$ cat src/design/clpe_pkg.sv
// shared constants, types and codes for the circular list positional engine
package clpe_pkg;

  localparam int CAPACITY   = 64;
  localparam int DATA_WIDTH = 32;
  localparam int IDX_W      = $clog2(CAPACITY);
  localparam int CNT_W      = $clog2(CAPACITY + 1);
  localparam int CMP_W      = ((CNT_W > 7) ? CNT_W : 7) + 1;

  typedef logic [DATA_WIDTH-1:0] data_t;
  typedef logic [IDX_W-1:0]      idx_t;
  typedef logic [CNT_W-1:0]      cnt_t;

  typedef enum logic [2:0] {
    OP_INS_FIRST = 3'd0,
    OP_INS_LAST  = 3'd1,
    OP_INS_AT    = 3'd2,
    OP_DEL_FIRST = 3'd3,
    OP_DEL_LAST  = 3'd4,
    OP_DEL_AT    = 3'd5,
    OP_DISPLAY   = 3'd6
  } op_t;

  typedef enum logic [1:0] {
    STS_OK     = 2'd0,
    STS_BADPOS = 2'd1,
    STS_EMPTY  = 2'd2,
    STS_FULL   = 2'd3
  } status_t;

  typedef enum logic [1:0] {
    CM_HOLD,
    CM_INSERT,
    CM_DELETE,
    CM_ROTATE
  } cell_op_t;

  typedef struct packed {
    cell_op_t kind;
    idx_t     k;
    idx_t     last_idx;
    data_t    value;
  } cell_cmd_t;

  typedef enum logic {
    ST_IDLE,
    ST_SHOW
  } state_t;

endpackage

$ cat src/design/clpe_ctrl.sv
// operation decoder, element counter and display sequencer
module clpe_ctrl (
  input  logic                clk,
  input  logic                rst_n,
  input  logic                start,
  output logic                busy,
  input  logic [2:0]          in_opcode,
  input  logic signed [31:0]  in_value,
  input  logic [6:0]          in_position,
  input  clpe_pkg::data_t     head_d,
  output clpe_pkg::cell_cmd_t cmd,
  output logic                out_strobe,
  output logic [1:0]          out_status,
  output logic signed [31:0]  out_element,
  output logic [6:0]          out_count,
  output logic                out_last
);

  clpe_pkg::state_t  state_r, state_nxt;
  clpe_pkg::cnt_t    count_r, count_nxt;
  clpe_pkg::cnt_t    rem_r, rem_nxt;
  logic              out_strobe_r, out_strobe_nxt;
  clpe_pkg::status_t out_status_r, out_status_nxt;
  logic [31:0]       out_element_r, out_element_nxt;
  clpe_pkg::cnt_t    out_count_r;
  logic              out_last_r, out_last_nxt;

  clpe_pkg::op_t                op;
  logic [clpe_pkg::CMP_W-1:0]   pos_w;
  logic [clpe_pkg::CMP_W-1:0]   cnt_w;
  logic                         full;
  logic                         empty;

  assign op    = clpe_pkg::op_t'(in_opcode);
  assign pos_w = clpe_pkg::CMP_W'(in_position);
  assign cnt_w = clpe_pkg::CMP_W'(count_r);
  assign full  = (count_r == clpe_pkg::cnt_t'(clpe_pkg::CAPACITY));
  assign empty = (count_r == '0);
  assign busy  = (state_r == clpe_pkg::ST_SHOW);

  // next state
  always_comb begin
    state_nxt = state_r;
    unique case (state_r)
      clpe_pkg::ST_IDLE: begin
        if (start && op == clpe_pkg::OP_DISPLAY && !empty) begin
          state_nxt = clpe_pkg::ST_SHOW;
        end
      end
      clpe_pkg::ST_SHOW: begin
        if (rem_r == clpe_pkg::cnt_t'(1)) begin
          state_nxt = clpe_pkg::ST_IDLE;
        end
      end
      default: begin
        state_nxt = clpe_pkg::ST_IDLE;
      end
    endcase
  end

  // cell commands and result words
  always_comb begin
    cmd.kind        = clpe_pkg::CM_HOLD;
    cmd.k           = '0;
    cmd.last_idx    = clpe_pkg::idx_t'(count_r - clpe_pkg::cnt_t'(1));
    cmd.value       = clpe_pkg::data_t'($unsigned(in_value));
    count_nxt       = count_r;
    rem_nxt         = rem_r;
    out_strobe_nxt  = 1'b0;
    out_status_nxt  = clpe_pkg::STS_OK;
    out_element_nxt = '0;
    out_last_nxt    = 1'b1;
    unique case (state_r)
      clpe_pkg::ST_IDLE: begin
        if (start) begin
          out_strobe_nxt = 1'b1;
          unique case (op) inside
            clpe_pkg::OP_INS_FIRST, clpe_pkg::OP_INS_LAST: begin
              if (full) begin
                out_status_nxt = clpe_pkg::STS_FULL;
              end else begin
                cmd.kind  = clpe_pkg::CM_INSERT;
                cmd.k     = (op == clpe_pkg::OP_INS_FIRST) ? '0 : clpe_pkg::idx_t'(count_r);
                count_nxt = count_r + clpe_pkg::cnt_t'(1);
              end
            end
            clpe_pkg::OP_INS_AT: begin
              if (pos_w == '0 || pos_w > cnt_w + clpe_pkg::CMP_W'(1)) begin
                out_status_nxt = clpe_pkg::STS_BADPOS;
              end else if (full) begin
                out_status_nxt = clpe_pkg::STS_FULL;
              end else begin
                cmd.kind  = clpe_pkg::CM_INSERT;
                cmd.k     = clpe_pkg::idx_t'(pos_w - clpe_pkg::CMP_W'(1));
                count_nxt = count_r + clpe_pkg::cnt_t'(1);
              end
            end
            clpe_pkg::OP_DEL_FIRST, clpe_pkg::OP_DEL_LAST: begin
              if (empty) begin
                out_status_nxt = clpe_pkg::STS_EMPTY;
              end else begin
                cmd.kind  = clpe_pkg::CM_DELETE;
                cmd.k     = (op == clpe_pkg::OP_DEL_FIRST) ? '0 :
                            clpe_pkg::idx_t'(count_r - clpe_pkg::cnt_t'(1));
                count_nxt = count_r - clpe_pkg::cnt_t'(1);
              end
            end
            clpe_pkg::OP_DEL_AT: begin
              if (pos_w == '0 || pos_w > cnt_w) begin
                out_status_nxt = clpe_pkg::STS_BADPOS;
              end else begin
                cmd.kind  = clpe_pkg::CM_DELETE;
                cmd.k     = clpe_pkg::idx_t'(pos_w - clpe_pkg::CMP_W'(1));
                count_nxt = count_r - clpe_pkg::cnt_t'(1);
              end
            end
            clpe_pkg::OP_DISPLAY: begin
              if (empty) begin
                out_status_nxt = clpe_pkg::STS_EMPTY;
              end else begin
                // elements leave one per cycle from the head cell
                out_strobe_nxt = 1'b0;
                rem_nxt        = count_r;
              end
            end
            default: begin
              out_status_nxt = clpe_pkg::STS_OK;
            end
          endcase
        end
      end
      clpe_pkg::ST_SHOW: begin
        cmd.kind        = clpe_pkg::CM_ROTATE;
        out_strobe_nxt  = 1'b1;
        out_element_nxt = 32'(head_d);
        out_last_nxt    = (rem_r == clpe_pkg::cnt_t'(1));
        rem_nxt         = rem_r - clpe_pkg::cnt_t'(1);
      end
      default: begin
        cmd.kind = clpe_pkg::CM_HOLD;
      end
    endcase
  end

  always_ff @(posedge clk) begin
    if (!rst_n) begin
      state_r      <= clpe_pkg::ST_IDLE;
      count_r      <= '0;
      rem_r        <= '0;
      out_strobe_r <= 1'b0;
    end else begin
      state_r      <= state_nxt;
      count_r      <= count_nxt;
      rem_r        <= rem_nxt;
      out_strobe_r <= out_strobe_nxt;
    end
  end

  always_ff @(posedge clk) begin
    out_status_r  <= out_status_nxt;
    out_element_r <= out_element_nxt;
    out_count_r   <= count_nxt;
    out_last_r    <= out_last_nxt;
  end

  assign out_strobe  = out_strobe_r;
  assign out_status  = out_status_r;
  assign out_element = out_element_r;
  assign out_count   = 7'(out_count_r);
  assign out_last    = out_last_r;

`ifndef ASSERT_OFF
  a_show_nonempty: assert property (@(posedge clk) disable iff (!rst_n)
    state_r == clpe_pkg::ST_SHOW |-> (rem_r != '0 && count_r != '0))
    else $error("display running with nothing left to show");

  a_count_bound: assert property (@(posedge clk) disable iff (!rst_n)
    count_r <= clpe_pkg::cnt_t'(clpe_pkg::CAPACITY))
    else $error("element count above capacity");

  a_rem_bound: assert property (@(posedge clk) disable iff (!rst_n)
    state_r == clpe_pkg::ST_SHOW |-> rem_r <= count_r)
    else $error("display counter above element count");

  a_burst_cont: assert property (@(posedge clk) disable iff (!rst_n)
    out_strobe && !out_last |=> out_strobe)
    else $error("display burst broken before its final word");

  a_accept_result: assert property (@(posedge clk) disable iff (!rst_n)
    start && !busy && op != clpe_pkg::OP_DISPLAY |=> out_strobe && out_last)
    else $error("accepted operation gave no result word");
`endif

endmodule

$ cat config.mk
export PLATFORM = sky130hd
export DESIGN_NAME = clpe_ctrl
export DESIGN_NICKNAME = d
export VERILOG_FILES = /design/src/design/clpe_pkg.sv /design/src/design/clpe_ctrl.sv
export SDC_FILE = /design/constraint.sdc
export NUM_CORES = 1
export LEC_CHECK = 0
export BUFFER_PORTS_ARGS = -buffer_cell sky130_fd_sc_hd__buf_2
export CORE_MARGIN = 2
export CORE_UTILIZATION = 45
export CTS_BUF_LIST = sky130_fd_sc_hd__clkbuf_4 sky130_fd_sc_hd__clkbuf_8 sky130_fd_sc_hd__clkbuf_16
export CTS_CLUSTER_SIZE = 16
export DETAILED_ROUTE_END_ITERATION = 12
export PLACE_DENSITY_LB_ADDON = 0.05
export SYNTH_ARGS = -nofsm -noshare
export SYNTH_HDL_FRONTEND = slang
export SYNTH_SLANG_ARGS = --single-unit
$ cat constraint.sdc
create_clock -name clk -period 5.6 [get_ports clk]
set_input_delay 0.28 -clock clk [delete_from_list [all_inputs] [get_ports clk]]
set_output_delay 0.28 -clock clk [all_outputs]
set_load 0.02 [all_outputs]
== Word level (Yosys, flattened, before mapping) ==
Cells that the tools add are included.
Widths: inputs -> output; s select.

* Word-level logic and storage cells: 75
* Flip-flop bits (word level): 58
* Output and inout bits: 90
* Bits of input ports: 77

* Multiplexer cells: 34
* Reductions and logical operators: 13
* $add $sub $neg: 5
* Bitwise logic cells: 2
* $lt $le $gt $ge: 2
* Equality and inequality tests: 11

{| class="wikitable"
|+ Operator list
! cell !! count
|-
| $mux 7 || 12
|-
| $pmux 8 s4 || 1
|-
| $pmux 7 s4 || 1
|-
| $mux 8 || 3
|-
| $mux 6 || 3
|-
| $pmux 7 s2 || 1
|-
| $sub 7x1->7 const B || 2
|-
| $eq 3x3->1 const B || 3
|-
| $add 7x1->8 const B || 1
|-
| $gt 7x8->1 || 1
|-
| $logic_not 8->1 || 1
|-
| $pmux 2 s4 || 1
|-
| $add 7x1->7 const B || 1
|-
| $eq 7x1->1 const B || 1
|-
| $eq 7x7->1 const B || 1
|-
| $gt 7x7->1 || 1
|-
| $logic_not 7->1 || 1
|-
| $eq 3x2->1 const B || 2
|-
| $mux 1 || 6
|-
| $mux 2 || 3
|-
| $ne 2x2->1 const B || 3
|-
| $reduce_or 2->1 || 3
|-
| $sub 6x1->6 const B || 1
|-
| $pmux 1 s2 || 2
|-
| other kinds (9) || 12
|}

== Depth between registers and ports, before layout ==
* Word-level depth: 7
* Gate-level depth with buffers: 12

== Worst setup path after synthesis ==
OpenSTA, ideal clock, no wires.

* Kind: register to output
* From: reg count_r[0]
* To: out cmd[38] in the netlist's numbering
* Buffers on the path: 1
* Slack: 2.559 ns
* Arrival time: 2.761 ns
* Data required time: 5.320 ns
* Cell stages (with the launch flop): 13
* Path through: dfxtp_1 > buf_2 > inv_1 > ha_1 > inv_1 > ha_1 > nand2_1 > nor3_1 > nor2_1 > a211oi_1 > o21ai_1 > o221a_2 > nor2_1

{| class="wikitable"
|+ RTL lines
! what !! RTL line !! RTL
|-
| start, declared || clpe_ctrl.sv:20 || <nowiki>clpe_pkg::cnt_t count_r, count_nxt;</nowiki>
|-
| start signal, assigned || clpe_ctrl.sv:153 || <nowiki>count_r <= count_nxt;</nowiki>
|-
| end, declared || clpe_ctrl.sv:11 || <nowiki>output clpe_pkg::cell_cmd_t cmd,</nowiki>
|}

==> impl_metrics.json <==
{
  "antenna_found_initial": 0,
  "clk_latency_ps": 330,
  "final_cell_mix": "buf_2 (102), dfxtp_1 (58), and2_1 (41)",
  "instances_no_fill": 545,
  "viasPerCell": 5.23,
  "rows": 31,
  "synth_warnings": 0,
  "path_clk_slew_ps": 70,
  "finalNetCount": 539,
  "critPathSlowestCell": "dfxtp_1",
  "synth_seq_cells": 58,
  "die_x_um": 89.4,
  "portBuffers": 102,
  "ant_nets": 0,
  "cp_data_arrival_time_ps": 3470,
  "yosysSeqAreaShare_pct": 35.4,
  "fp.coreArea_um2": 7140,
  "crit_path_end_kind": "output port",
  "cts_resized": 0,
  "finClkSkew_ps": 6.38,
  "fin_ws_ps": 1850,
  "dr.pass1.iters": 4,
  "htreeDepth": 3,
  "globalplace.congestion": 0.917,
  "synth_top_area_share_pct": 35.4,
  "pin_count": 167,
  "worst_pin_slew_ps": 605,
  "layout-drive-gt1-share_pct": 31.8,
  "combPwrFrac_pct": 23.0,
  "worst_ep_required_time_ps": 5320,
  "synth-main-ff-cell": "dfxtp_1",
  "clockRootBuffer": "clkbuf_8",
  "slowest_delay_ps": 680,
  "cts_buffer_depth": 2,
  "numCtsBuffers": 9,
  "max_slew_margin_pct": 59.3,
  "hp-class": "primary input to register",
  "syn2layout_area_growth_pct": 16.7,
  "start_util_pct": 46.0,
  "drt-total-wl_mm": 8.46,
  "cp_max_fo": 15,
  "total_power_uw": 1130,
  "p_seq_share_pct": 39.6,
  "synth-xor-area-share_pct": 3.74,
  "synth_area_per_cell_um2": 8.80,
  "grt_pass1_vias": 2478,
  "fillers": 714,
  "synth-edff-count": 0,
  "synth_top_family_by_area": "simple AND/OR/NAND/NOR gates",
  "pre_cts_slack_ps": 2260,
  "synth_top_area_cell": "dfxtp_1",
  "ir_drop_mv": 0.207,
  "leakage_uw": 0.00174,
  "p_int_uw": 794,
  "drtIter0Drc": 204,
  "finalSetupViolCount": 0,
  "ctsHoldBuffers": 0,
  "die-height_um": 89.4,
  "worstSetupPathType": "register to output port",
  "tritoncts": "done",
  "powerDensity_nw_per_um2": 296,
  "grtUsageTotal_pct": 21.2,
  "grt_setup_unrepaired": "false",
  "path_cells": "nand4_1, nor2_1, xnor2_1, ha_1, nand3_1, o211ai_1, a21o_1, a211oi_1, o21ai_1, o221ai_1, and2_1, buf_2",
  "outcome": "completed",
  "diodes": 0,
  "synthSimpleGateAreaFrac_pct": 24.8,
  "cts.sink_count": 58,
  "fin_setup_tns_ps": 0,
  "start_kind": "register",
  "grt_pass1_wl_mm": 12.7,
  "post-route-util_pct": 53.6,
  "grt_max_degree": 45,
  "synth_compound_area_share_pct": 15.3,
  "timing.final.crit_share_pct": 66.9,
  "fmax_ghz": 0.267,
  "wire_per_inst_um": 15.5,
  "synth_nets": 471,
  "clkPwrFrac_pct": 37.3,
  "post-place-cells": 529,
  "async_reset_ff_share_pct": 0,
  "switching_share_pct": 29.9,
  "drc_errors": 0,
  "muxShareOfSynthArea_pct": 0.610,
  "synth_cell_types": 60,
  "vias": 2852,
  "postCtsSetupRepairBufs": 0,
  "final-max-slew-violation-count": 0,
  "grt_overflow": 0,
  "p_sw_uw": 339,
  "synthAdderAreaFrac_pct": 8.01,
  "critPathTopFamily": "compound AO/OA/AOI/OAI gates",
  "dieArea_um2": 7990,
  "hpwlAfterDp_mm": 6.52,
  "hold_viol": 0,
  "synth_area_um2": 3280,
  "syn_inst": 373,
  "yosys-top-cells-area": "dfxtp_1 (35%), ha_1 (8.0%), and2_1 (7.8%), buf_4 (7.3%), xnor2_1 (3.2%)",
  "crit_buf_inv": 1,
  "cap_violations": 0,
  "min_period_ps": 3750,
  "final_common_cell": "buf_2"
}
-- registers in the layout, indices dropped and copies added (netlist names) --
name         cells
busy             1
count_r          7
out_count        7
out_element     32
out_last         1
out_status       2
out_strobe       1
rem_r            7
-- cells in the mapped netlist, drive strengths merged, types with 5 or more instances --
| master | n |
|---|---|
| a21oi | 19 |
| a31oi | 5 |
| and2 | 41 |
| buf | 40 |
| clkbuf | 7 |
| dfxtp | 58 |
| ha | 21 |
| inv | 19 |
| nand2 | 21 |
| nand3 | 19 |
| nor2 | 22 |
| nor3 | 11 |
| o21ai | 8 |
| xnor2 | 12 |
-- cell families (layout without fill, tap and decap cells) --
group           count (synthesis)  in the layout
xor+xnor                       14             14
compound gates                 67             67
flops                          58             58
mux                             2              2
fa+ha+maj                      21             21
buf+inv                        67            140
simple gates                  144            144
-- power groups by stage --
stage / logic (uW) / clock network (uW) / registers, uW
2_1_floorplan: 199 / 0 / 467
3_5_place_dp: 258 / 0 / 457
6_report: 261 / 423 / 449
5_1_grt: 286 / 457 / 452
3_3_place_gp: 259 / 0 / 457
4_1_cts: 259 / 435 / 448
-- path summary, 6_finish.rpt --
check                           slack [ps]  depth (start not counted)         endpoint        from
worst max-delay path                  1850                         12          cmd[42]  count_r[2]
worst min-delay path                   150                          2  out_element[15]  head_d[15]
worst max register to register        2420                         11       count_r[5]  count_r[2]
worst min register to register         480                          2         rem_r[6]    rem_r[6]
-- routing by layer --
layer  part of all wire (%)  GRT usage (%)  up-vias
met5                      0              0        -
met4                    2.6           8.82        0
met3                    7.8           7.20       25
met2                     45           31.4      133
met1                     45           28.2     1294
li1                       -              -     1400
-- area by class of cell --
cell class	count	area (um^2)	area share (%)
Multi-Input combinational cell	248	1720	44.9
Sequential cell	58	1160	30.3
Timing Repair Buffer	104	526	13.7
Clock buffer	11	145	3.79
Tap cell	99	124	3.24
Clock inverter	5	77.6	2.03
Inverter	20	75.1	1.96
-- metrics by stage --
stage	hold WS (ps)	cell area, um^2
finish	147	3830
global route	122	3830
CTS	133	3830
detailed placement	471	3600
global placement	470	3600
floorplan	389	3280
Note: power is estimated with default switching activity, not from simulation.
