<file path="src/design/clpe_pkg.sv">
// shared constants, types and codes for the circular list positional engine
package clpe_pkg;

  localparam int CAPACITY   = 64;
  localparam int DATA_WIDTH = 32;
  localparam int IDX_W      = $clog2(CAPACITY);
  localparam int CNT_W      = $clog2(CAPACITY + 1);
  localparam int CMP_W      = ((CNT_W > 7) ? CNT_W : 7) + 1;

  typedef logic [DATA_WIDTH-1:0] data_t;
  typedef logic [IDX_W-1:0]      idx_t;
  typedef logic [CNT_W-1:0]      cnt_t;

  typedef enum logic [2:0] {
    OP_INS_FIRST = 3'd0,
    OP_INS_LAST  = 3'd1,
    OP_INS_AT    = 3'd2,
    OP_DEL_FIRST = 3'd3,
    OP_DEL_LAST  = 3'd4,
    OP_DEL_AT    = 3'd5,
    OP_DISPLAY   = 3'd6
  } op_t;

  typedef enum logic [1:0] {
    STS_OK     = 2'd0,
    STS_BADPOS = 2'd1,
    STS_EMPTY  = 2'd2,
    STS_FULL   = 2'd3
  } status_t;

  typedef enum logic [1:0] {
    CM_HOLD,
    CM_INSERT,
    CM_DELETE,
    CM_ROTATE
  } cell_op_t;

  typedef struct packed {
    cell_op_t kind;
    idx_t     k;
    idx_t     last_idx;
    data_t    value;
  } cell_cmd_t;

  typedef enum logic {
    ST_IDLE,
    ST_SHOW
  } state_t;

endpackage

</file>
<file path="src/design/clpe_cell.sv">
// one list cell: holds the word at its list position and trades with its neighbors
module clpe_cell (
  input  logic                clk,
  input  clpe_pkg::cell_cmd_t cmd,
  input  clpe_pkg::idx_t      idx,
  input  clpe_pkg::data_t     left_d,
  input  clpe_pkg::data_t     right_d,
  input  clpe_pkg::data_t     head_d,
  output clpe_pkg::data_t     q
);

  clpe_pkg::data_t data_r;
  clpe_pkg::data_t data_nxt;

  always_comb begin
    data_nxt = data_r;
    unique case (cmd.kind)
      clpe_pkg::CM_INSERT: begin
        // cells past the insertion point move one place toward the tail
        if (idx > cmd.k) begin
          data_nxt = left_d;
        end else if (idx == cmd.k) begin
          data_nxt = cmd.value;
        end
      end
      clpe_pkg::CM_DELETE: begin
        if (idx >= cmd.k) begin
          data_nxt = right_d;
        end
      end
      clpe_pkg::CM_ROTATE: begin
        // the tail cell closes the ring by taking the head word
        if (idx == cmd.last_idx) begin
          data_nxt = head_d;
        end else begin
          data_nxt = right_d;
        end
      end
      default: begin
        data_nxt = data_r;
      end
    endcase
  end

  always_ff @(posedge clk) begin
    data_r <= data_nxt;
  end

  assign q = data_r;

endmodule

</file>
<file path="config.mk">
export PLATFORM = sky130hd
export DESIGN_NAME = clpe_cell
export DESIGN_NICKNAME = d
export VERILOG_FILES = /design/src/design/clpe_pkg.sv /design/src/design/clpe_cell.sv
export SDC_FILE = /design/constraint.sdc
export NUM_CORES = 1
export LEC_CHECK = 0
export BUFFER_PORTS_ARGS = -buffer_cell sky130_fd_sc_hd__buf_2
export CORE_MARGIN = 5
export CORE_UTILIZATION = 44
export DETAILED_ROUTE_END_ITERATION = 6
export GPL_TIMING_DRIVEN = 0
export MAX_ROUTING_LAYER = met4
export PLACE_DENSITY = 0.87
export SETUP_SLACK_MARGIN = 0.5
export SYNTH_ARGS = -nofsm -noshare
export SYNTH_HDL_FRONTEND = slang
export SYNTH_SLANG_ARGS = --single-unit
</file>
<file path="constraint.sdc">
create_clock -name clk -period 4.6 [get_ports clk]
set_clock_uncertainty 0.2 [all_clocks]
set_input_delay 0.92 -clock clk [delete_from_list [all_inputs] [get_ports clk]]
set_output_delay 0.92 -clock clk [all_outputs]
set_load 0.005 [all_outputs]
</file>
; Yosys cells after proc, flatten, opt, wreduce, memory -nomap -nowiden
; Cells that the tools add are included.
[totals]
out_inout_bits = 32
reg_bits = 32
wordCells = 17
inputBits = 149
[op_classes]
n_mux = 5
n_eq_ne = 7
n_reduce_logical = 2
magnitude_cmp = 2
[op_table]
columns = op, count
row1 = 32-bit two-way mux, 4
row2 = 32-bit case mux with 3 select lines, 1
row3 = 6-bit == test, 2
row4 = 6-bit >= comparator, 1
row5 = 6-bit > comparator, 1
row6 = "2-bit == test, second input constant", 2
row7 = "3-bit inequality test, second input constant", 1
row8 = 3-bit AND reduction, 1
row9 = 3-bit nonzero test, 1
row10 = "2-bit by 1-bit == test with 1-bit output, second input constant", 1
row11 = "2-bit inequality test, second input constant", 1

; Longest topological paths before layout
; Gate-level depths: netlist (run 1).
[logic_depth]
word_depth = 4
depth_mapped = 9
mapped_depth_nobuf = 7

; Worst setup path before layout (run 1)
; No wires, ideal clock.
[synth_timing]
path_type = input -> register
from = input port cmd[40] in the netlist's numbering
to = register data_r[0], in the netlist q[0], enable pin
arrival_ps = 2351
setup_ps = 479
slack_ps = 1571
n_path_buf = 0
required_time_ps = 3921
cell_stages = 6
path_cell_list = inv_1 > ha_1 > a21oi_1 > a31oi_1 > o31ai_1 > nand2_1
[synth_between]
elab_chain_len = 3
elab_cells_between_ends = 6
cone_classes = order compare: 2 / eq/ne: 3 / reduce/logical: 1
[synth_rtl]
columns = item, line_no
row1 = from (decl), clpe_cell.sv:4  ; input clpe_pkg::cell_cmd_t cmd,
row2 = 6-bit > comparator (tied with other cells), clpe_cell.sv:20  ; if (idx > cmd.k) begin
row3 = 3-bit inequality test (no line) or 2-bit inequality test (tied branches), --
row4 = 3-bit AND reduction (no line) (*), --
row5 = to (signal assigned), clpe_cell.sv:46  ; data_r <= data_nxt;
row6 = to (decl), clpe_cell.sv:12  ; clpe_pkg::data_t data_r;
; Every way passes the cells marked *; elsewhere a longest branch is shown, timed or not.
; A chain may end at the register's enable or synchronous reset.

; Worst setup path in the final report (run 1)
[layout_timing]
from = input port cmd[40] in the netlist's numbering
to = register data_r[1], in the netlist q[1], enable pin
; The elaborated chain is that of the path after synthesis.

==> results of run 1 <==
## per-stage QoR
stage               instances  utilization [%]  hold slack [ps]
CTS                       474             64.1              774
global route              474             64.1              774
finish                    474             64.1              781
global placement          467             62.7             1060
detailed placement        467             62.7             1060
floorplan                 215                -              971
## cell families after synthesis
family	after synthesis	synth area share, %
fa+ha+maj	6	3.11
flops	32	39.8
compound gates	41	17.1
buf+inv	23	4.97
xor+xnor	6	2.17
simple gates	75	19.6
mux	32	13.3
## synthesized netlist by cell type
master | count | area, um^2
xor2_1 | 3 | 26.3
o31ai_1 | 1 | 7.51
o21ai_0 | 1 | 5.00
nor2b_1 | 62 | 388
xnor2_1 | 3 | 26.3
nand3b_1 | 2 | 15.0
clkbuf_1 | 7 | 26.3
nor4_4 | 1 | 21.3
buf_6 | 3 | 33.8
mux2i_1 | 32 | 320
edfxtp_1 | 32 | 961
buf_4 | 1 | 7.51
a32oi_1 | 1 | 8.76
o221a_1 | 30 | 338
a21oi_1 | 3 | 15.0
o221a_2 | 1 | 11.3
or3_1 | 1 | 6.26
nand3_1 | 3 | 15.0
nor3b_1 | 1 | 7.51
nor2_1 | 2 | 7.51
a21oi_2 | 1 | 8.76
o21bai_1 | 1 | 7.51
nand4_1 | 1 | 6.26
ha_1 | 6 | 75.1
a31oi_1 | 2 | 12.5
buf_2 | 6 | 30.0
nand2_1 | 2 | 7.51
inv_1 | 6 | 22.5
## power by group
group	internal [mW]	total, mW	switching (mW)
logic	0.143	0.268	0.124
registers	0.390	0.402	0.0120
clock network	0.103	0.197	0.0939
## per-layer routing
metal | vias to the layer above | track usage (%) | wire (um)
li1 | 1183 | - | -
met4 | 0 | 4.97 | 90
met5 | - | - | 0
met3 | 8 | 4.34 | 549
met1 | 1065 | 22.2 | 2820
met2 | 98 | 38.4 | 3890
## how the worst min path moves through the flow
stage,startpoint,endpoint,slack (ps),depth (start not counted)
after floorplan,left_d[0],q[0],970,1
after global placement,left_d[31],q[31],1060,2
after detailed placement,left_d[30],q[30],1060,2
after CTS,left_d[30],q[30],770,2
after global routing,left_d[30],q[30],770,2
final,left_d[30],q[30],780,2
## layout make-up
cell class              count  area, um^2  share of cell area (%)
inverters                   6        22.5                   0.646
multi-input cells         160        1340                    38.3
clock buffers               6        72.6                    2.08
well taps                  72        90.1                    2.58
repair buffers            180         901                    25.8
flip-flops and latches     32         961                    27.6
plain buffers              17        97.6                    2.80
clock inverters             1        5.00                   0.144
==> flow_summary.json, run 1 <==
{
  "drv_cap": 0,
  "pin_count": 181,
  "cts_tree": "built",
  "largest_reg_flops": 32,
  "floorplan.initialDensity_pct": 44.4,
  "cts_buffers": 5,
  "crit_path_start": "cmd[40]",
  "achievable-frequency_mhz": 309,
  "die_w_um": 84.1,
  "cp_max_fo": 32,
  "grt_max_degree": 33,
  "ys_ff_latch": 32,
  "worstPathArrival_ps": 2760,
  "synth_cell_type_count": 28,
  "cts_root_buf": "clkbuf_8",
  "p_total_uw": 866,
  "p_leak_nw": 1.51,
  "layout_commonest_cell": "buf_2",
  "critPathTopFamily": "simple AND/OR/NAND/NOR gates",
  "globalRouteOverflowTotal": 0,
  "gp_congestion": 0.807,
  "vias_per_cell": 4.97,
  "layout_common_cells": "buf_2, nor2b_1, mux2i_1, edfxtp_1, o221a_1",
  "n_antenna_cell": 0,
  "ant_nets": 0,
  "hold_viol": 0,
  "clock_path_buffers": 2,
  "clock-sinks": 32,
  "drtPass1Iterations": 4,
  "drtIter0Drc": 100,
  "final_area_mm2": 0.00349,
  "postCtsHoldBufs": 0,
  "areaGrowthSynthToFinish_pct": 44.2,
  "synthCells": 215,
  "nFillCells": 433,
  "vias": 2354,
  "clkTransAtPathRegs_ps": 60,
  "worstMarginPinSlew_ps": 1280,
  "crit_slowest_cell": "nand2_1",
  "tns_ps": 0,
  "crit_path_end_kind": "flop",
  "period_needed_ps": 3240,
  "drc": 0,
  "crit_required_ps": 4120,
  "grt_setup_unrepaired": "false",
  "num-nets-final": 557,
  "run_status": "finished, final reports clean",
  "synth.avg_cell_area_um2": 11.2,
  "wl_um": 7350,
  "drive_gt1_share_pct": 49.5,
  "syn_nets": 370,
  "yosysSeqAreaShare_pct": 39.8,
  "power.density_mw_per_mm2": 248,
  "startpoint_type": "primary input",
  "dieArea_mm2": 0.00708,
  "num_rows": 27,
  "dp_hpwl_um": 6190,
  "relSlewSlack_pct": 14.3,
  "drv_slew": 0,
  "place_ws_ps": 1070,
  "core_area_mm2": 0.00544,
  "grt_pass1_vias": 2523,
  "port_buffers": 180,
  "h-tree-depth": 2,
  "ir_worst_vdd_v": 0.000115,
  "antenna_found_initial": 0,
  "setup_ws_ps": 1360,
  "slowest_delay_ps": 780,
  "path_cells": "buf_2 > inv_1 > ha_1 > a21oi_1 > a31oi_1 > o31ai_1 > nand2_1",
  "cp.depth": 7,
  "fin_crit_sh_pct": 70.3,
  "syn_area_mm2": 0.00242,
  "wl_per_cell_um": 15.5,
  "setup_violations": 0,
  "die_h_um": 84.1,
  "placed_area_mm2": 0.00341,
  "track_usage_pct": 20.6,
  "hold_path_class": "primary input to flop",
  "path_buf_inv": 2,
  "grt_pass1_wl_um": 11500,
  "endpoint": "q[1]",
  "ys.warnings.count": 0,
  "crit_type": "primary input to flop",
  "post-cts-setup-buffers": 0,
  "cts_resized": 0
}
Power figures use the tool's default switching activity.
==> run 2, diff against run 1 <==
CORE_UTILIZATION = 37   (was 44)
PLACE_DENSITY = 0.78   (was 0.87)
clock period = 2.9 ns   (was 4.6 ns; I/O delays follow)
==> flow_summary.json, run 2 (synthesis results as in run 1) <==
{
  "postCtsHoldBufs": 0,
  "crit_type": "primary input to flop",
  "period_needed_ps": 2380,
  "dp_hpwl_um": 6510,
  "largest_reg_flops": 32,
  "clkTransAtPathRegs_ps": 70,
  "layout_commonest_cell": "buf_2",
  "setup_violations": 0,
  "startpoint_type": "primary input",
  "pin_count": 181,
  "num_rows": 29,
  "grt_pass1_vias": 2526,
  "areaGrowthSynthToFinish_pct": 53.9,
  "n_antenna_cell": 0,
  "relSlewSlack_pct": 70.1,
  "cp_max_fo": 10,
  "worstMarginPinSlew_ps": 449,
  "wl_met2_um": 4180,
  "wl_um": 7940,
  "crit_required_ps": 2730,
  "min_from": "left_d[5]",
  "vias_per_cell": 4.96,
  "grt_pass1_wl_um": 12000,
  "die_w_um": 90.8,
  "power.density_mw_per_mm2": 384,
  "hold_end": "q[5]",
  "vias": 2405,
  "ant_nets": 0,
  "hold_depth": 2,
  "floorplan.initialDensity_pct": 38.1,
  "fin_crit_sh_pct": 82.0,
  "drv_cap": 0,
  "core_area_mm2": 0.00635,
  "cts_tree": "built",
  "dr.max_layer_used": "met4",
  "hold_path_class": "primary input to flop",
  "wl_met3_um": 479,
  "drive_gt1_share_pct": 52.7,
  "gp_congestion": 0.812,
  "cts_root_buf": "clkbuf_8",
  "port_buffers": 180,
  "drc": 0,
  "worstPathArrival_ps": 2210,
  "met1_length_um": 3180,
  "grt_setup_unrepaired": "true",
  "drtIter0Drc": 60,
  "ir_worst_vdd_v": 0.000257,
  "dp_cells": 472,
  "crit_path_end_kind": "flop",
  "grt_max_degree": 33,
  "p_leak_nw": 1.58,
  "die_h_um": 90.8,
  "tns_ps": 0,
  "p_total_mw": 1.43,
  "hold_viol": 0,
  "clock-sinks": 32,
  "antenna_found_initial": 0,
  "dieArea_mm2": 0.00825,
  "wl_per_cell_um": 16.4,
  "achievable-frequency_mhz": 420,
  "globalRouteOverflowTotal": 0,
  "drtPass1Iterations": 4,
  "run_status": "finished, final reports clean",
  "clock_path_buffers": 2,
  "layout_common_cells": "buf_2, nor2b_1, mux2i_1, edfxtp_1, o221a_1",
  "num-nets-final": 563,
  "drv_slew": 0,
  "final_cells": 485,
  "track_usage_pct": 18.6,
  "h-tree-depth": 2,
  "cts_buffers": 5
}
## run 2: cell count changes in the layout (fill, tap and decap cells not counted), moves of 2 or more
cell and delta:
clkbuf_16 +2, buf_4 +5, inv_1 -2, buf_6 +2
buf_8 +4, ha_1 -6, buf_2 -7, ha_4 +5
## run 2: report_power, final
group	leakage (nW)	internal, mW	switching, mW
clock	0.0410	0.163	0.164
sequential	0.314	0.616	0.0183
combinational	1.22	0.258	0.210
## run 2: final cells by class
cell class	instances	area [um^2]
Fill cell	554	2630
Multi-Input combinational cell	160	1420
Timing Repair Buffer	186	1020
Sequential cell	32	961
Buffer	17	118
Tap cell	77	96.3
Clock buffer	6	72.6
Inverter	6	30.0
Clock inverter	1	5.00
## run 2: worst max-delay path by stage
stage,from,end,slack (ps)
after floorplan,cmd[40],q[0],500
after global routing,idx[2],q[26],480
final,idx[2],q[28],520
after CTS,cmd[40],q[28],530
after global placement,idx[2],q[6],200
after detailed placement,idx[2],q[6],210
## run 2: metrics by stage
step                      area (um^2)  setup slack (ps)  hold slack (ps)  utilization (%)
after CTS                        3590               525              430             56.6
final                            3720               521              435             58.6
after global routing             3720               482              428             58.6
after detailed placement         3510               209              724             55.3
after global placement           3510               199              718             55.3
after floorplan                  2510               503              631                -
## run 2: timing repair
item,CTS,global route
setup buffers,0,4
pin swaps,0,1
gates resized for setup,1,13
gates cloned,0,2
endpoints found under the setup margin,1,62
## run 2: critical path, stage by stage
cell      delay (ps)
buf_8            100
ha_4             260
nand3b_1         120
a21oi_2          210
nor2_1            80
or3_1            320
buf_6            160
buf_8            140
o221a_1          230
## run 2: metal layers
metal | GRT usage, % | up-vias
met5 | - | -
met4 | 4.28 | 0
met3 | 3.92 | 8
met2 | 33.2 | 88
met1 | 21.3 | 1107
li1 | - | 1202
==> run 3, diff against run 2 <==
CORE_UTILIZATION = 41   (was 37)
PLACE_DENSITY = 0.82   (was 0.78)
clock period = 2.23 ns   (was 2.9 ns; I/O delays follow)
==> flow_summary.json, run 3 (synthesis results as in run 1) <==
{
  "run_status": "finished, final reports clean",
  "path_cells": "buf_8 > inv_12 > ha_4 > nand3b_1 > a21oi_2 > nor2_2 > or3_1 > buf_6 > buf_6 > o221a_1",
  "cpMostUsedCell": "buf_6",
  "grt_pass1_wl_um": 11700,
  "drive_gt1_share_pct": 55.4,
  "setup_violations": 0,
  "dieArea_mm2": 0.00753,
  "multi_input_area_mm2": 0.00148,
  "grt_setup_unrepaired": "true",
  "clock_path_buffers": 2,
  "wl_met2_um": 4210,
  "antenna_found_initial": 0,
  "drv_cap": 0,
  "grt_max_degree": 17,
  "achievable-frequency_mhz": 449,
  "nFillCells": 499,
  "hold_viol": 0,
  "wl_per_cell_um": 15.9,
  "ir_worst_vdd_v": 0.000242,
  "slowest_delay_ps": 330,
  "hold_path_class": "primary input to flop",
  "clkTransAtPathRegs_ps": 70,
  "drv_slew": 0,
  "gp_congestion": 0.852,
  "ant_nets": 0,
  "crit_type": "primary input to flop",
  "layout_common_cells": "buf_2, nor2b_1, edfxtp_1",
  "wl_um": 7820,
  "worstMarginPinSlew_ps": 479,
  "num_rows": 28,
  "num-nets-final": 570,
  "globalRouteOverflowTotal": 0,
  "p_total_mw": 1.87,
  "drtPass1Iterations": 4,
  "cp_max_fo": 7,
  "vias_per_cell": 4.96,
  "postCtsHoldBufs": 0,
  "die_w_um": 86.8,
  "cts_tree": "built",
  "areaGrowthSynthToFinish_pct": 60.6,
  "track_usage_pct": 20.5,
  "port_buffers": 180,
  "fin_crit_sh_pct": 99.9,
  "grt_pass1_vias": 2578,
  "cts_root_buf": "clkbuf_8",
  "dp_hpwl_um": 6230,
  "crit_path_start": "cmd[40]",
  "period_needed_ps": 2230,
  "relSlewSlack_pct": 68.1,
  "regArea_um2": 961,
  "drc": 0,
  "dr.max_layer_used": "met4",
  "tns_ps": 0,
  "min_from": "left_d[30]",
  "floorplan.initialDensity_pct": 41.6,
  "layout_commonest_cell": "buf_2",
  "clock-sinks": 32,
  "die_h_um": 86.8,
  "met1_length_um": 2860,
  "crit_required_ps": 2050,
  "p_leak_nw": 1.65,
  "power.density_mw_per_mm2": 482,
  "drtIter0Drc": 62,
  "pin_count": 181,
  "hold_depth": 2,
  "wl_met3_um": 596,
  "core_area_mm2": 0.00582,
  "startpoint_type": "primary input",
  "largest_reg_flops": 32,
  "h-tree-depth": 2,
  "cts_buffers": 5,
  "crit_slowest_cell": "or3_1",
  "vias": 2430,
  "worstPathArrival_ps": 2050,
  "crit_path_end_kind": "flop",
  "n_antenna_cell": 0
}
[run 3: final cells by class]
cell class | count | area share, %
Clock inverter | 1 | 0.129
Sequential cell | 32 | 24.8
Buffer | 17 | 3.29
Timing Repair Buffer | 192 | 28.6
Clock buffer | 6 | 1.87
Multi-Input combinational cell | 161 | 38.0
Tap cell | 75 | 2.42
Inverter | 6 | 0.967
[run 3: power by group]
group / leakage, nW / internal (mW) / switching, mW / total (mW)
registers: 0.314 / 0.801 / 0.0237 / 0.825
logic: 1.30 / 0.355 / 0.285 / 0.640
clock network: 0.0410 / 0.212 / 0.195 / 0.407
[run 3: per-stage QoR]
stage               cell area (um^2)  instances  setup WS, ps  util, %  hold WS, ps
floorplan                       2510        215         -38.9        -          497
global placement                3510        470          -377     60.3          584
detailed placement              3510        470          -389     60.3          587
CTS                             3840        489         -1.60     66.1          306
global route                    3880        490         -50.1     66.7          304
finish                          3880        490          2.14     66.7          313
[run 3: final timing paths]
path / end / slack, ps
setup / recovery: q[22] / 2
hold / removal: q[30] / 310
[run 3: layer usage]
metal | vias to the layer above | GRT usage (%)
li1 | 1214 | -
met1 | 1095 | 22.4
met2 | 109 | 37.4
met3 | 12 | 3.42
met4 | 0 | 6.52
met5 | - | -
[run 3: repair_timing]
action | in CTS | in global routing
cloned | 5 | 0
pin swaps | 28 | 12
setup endpoints to repair | 64 | 64
buffers inserted | 7 | 1
resized for setup | 31 | 7
[run 3: worst max-delay path, delay by kind of cell]
kind	cells	cell delay (ps)
AOI/OAI and AO/OA	2	410
adders and majority gates	1	260
buffers and inverters	4	420
and+or+nand+nor	3	510
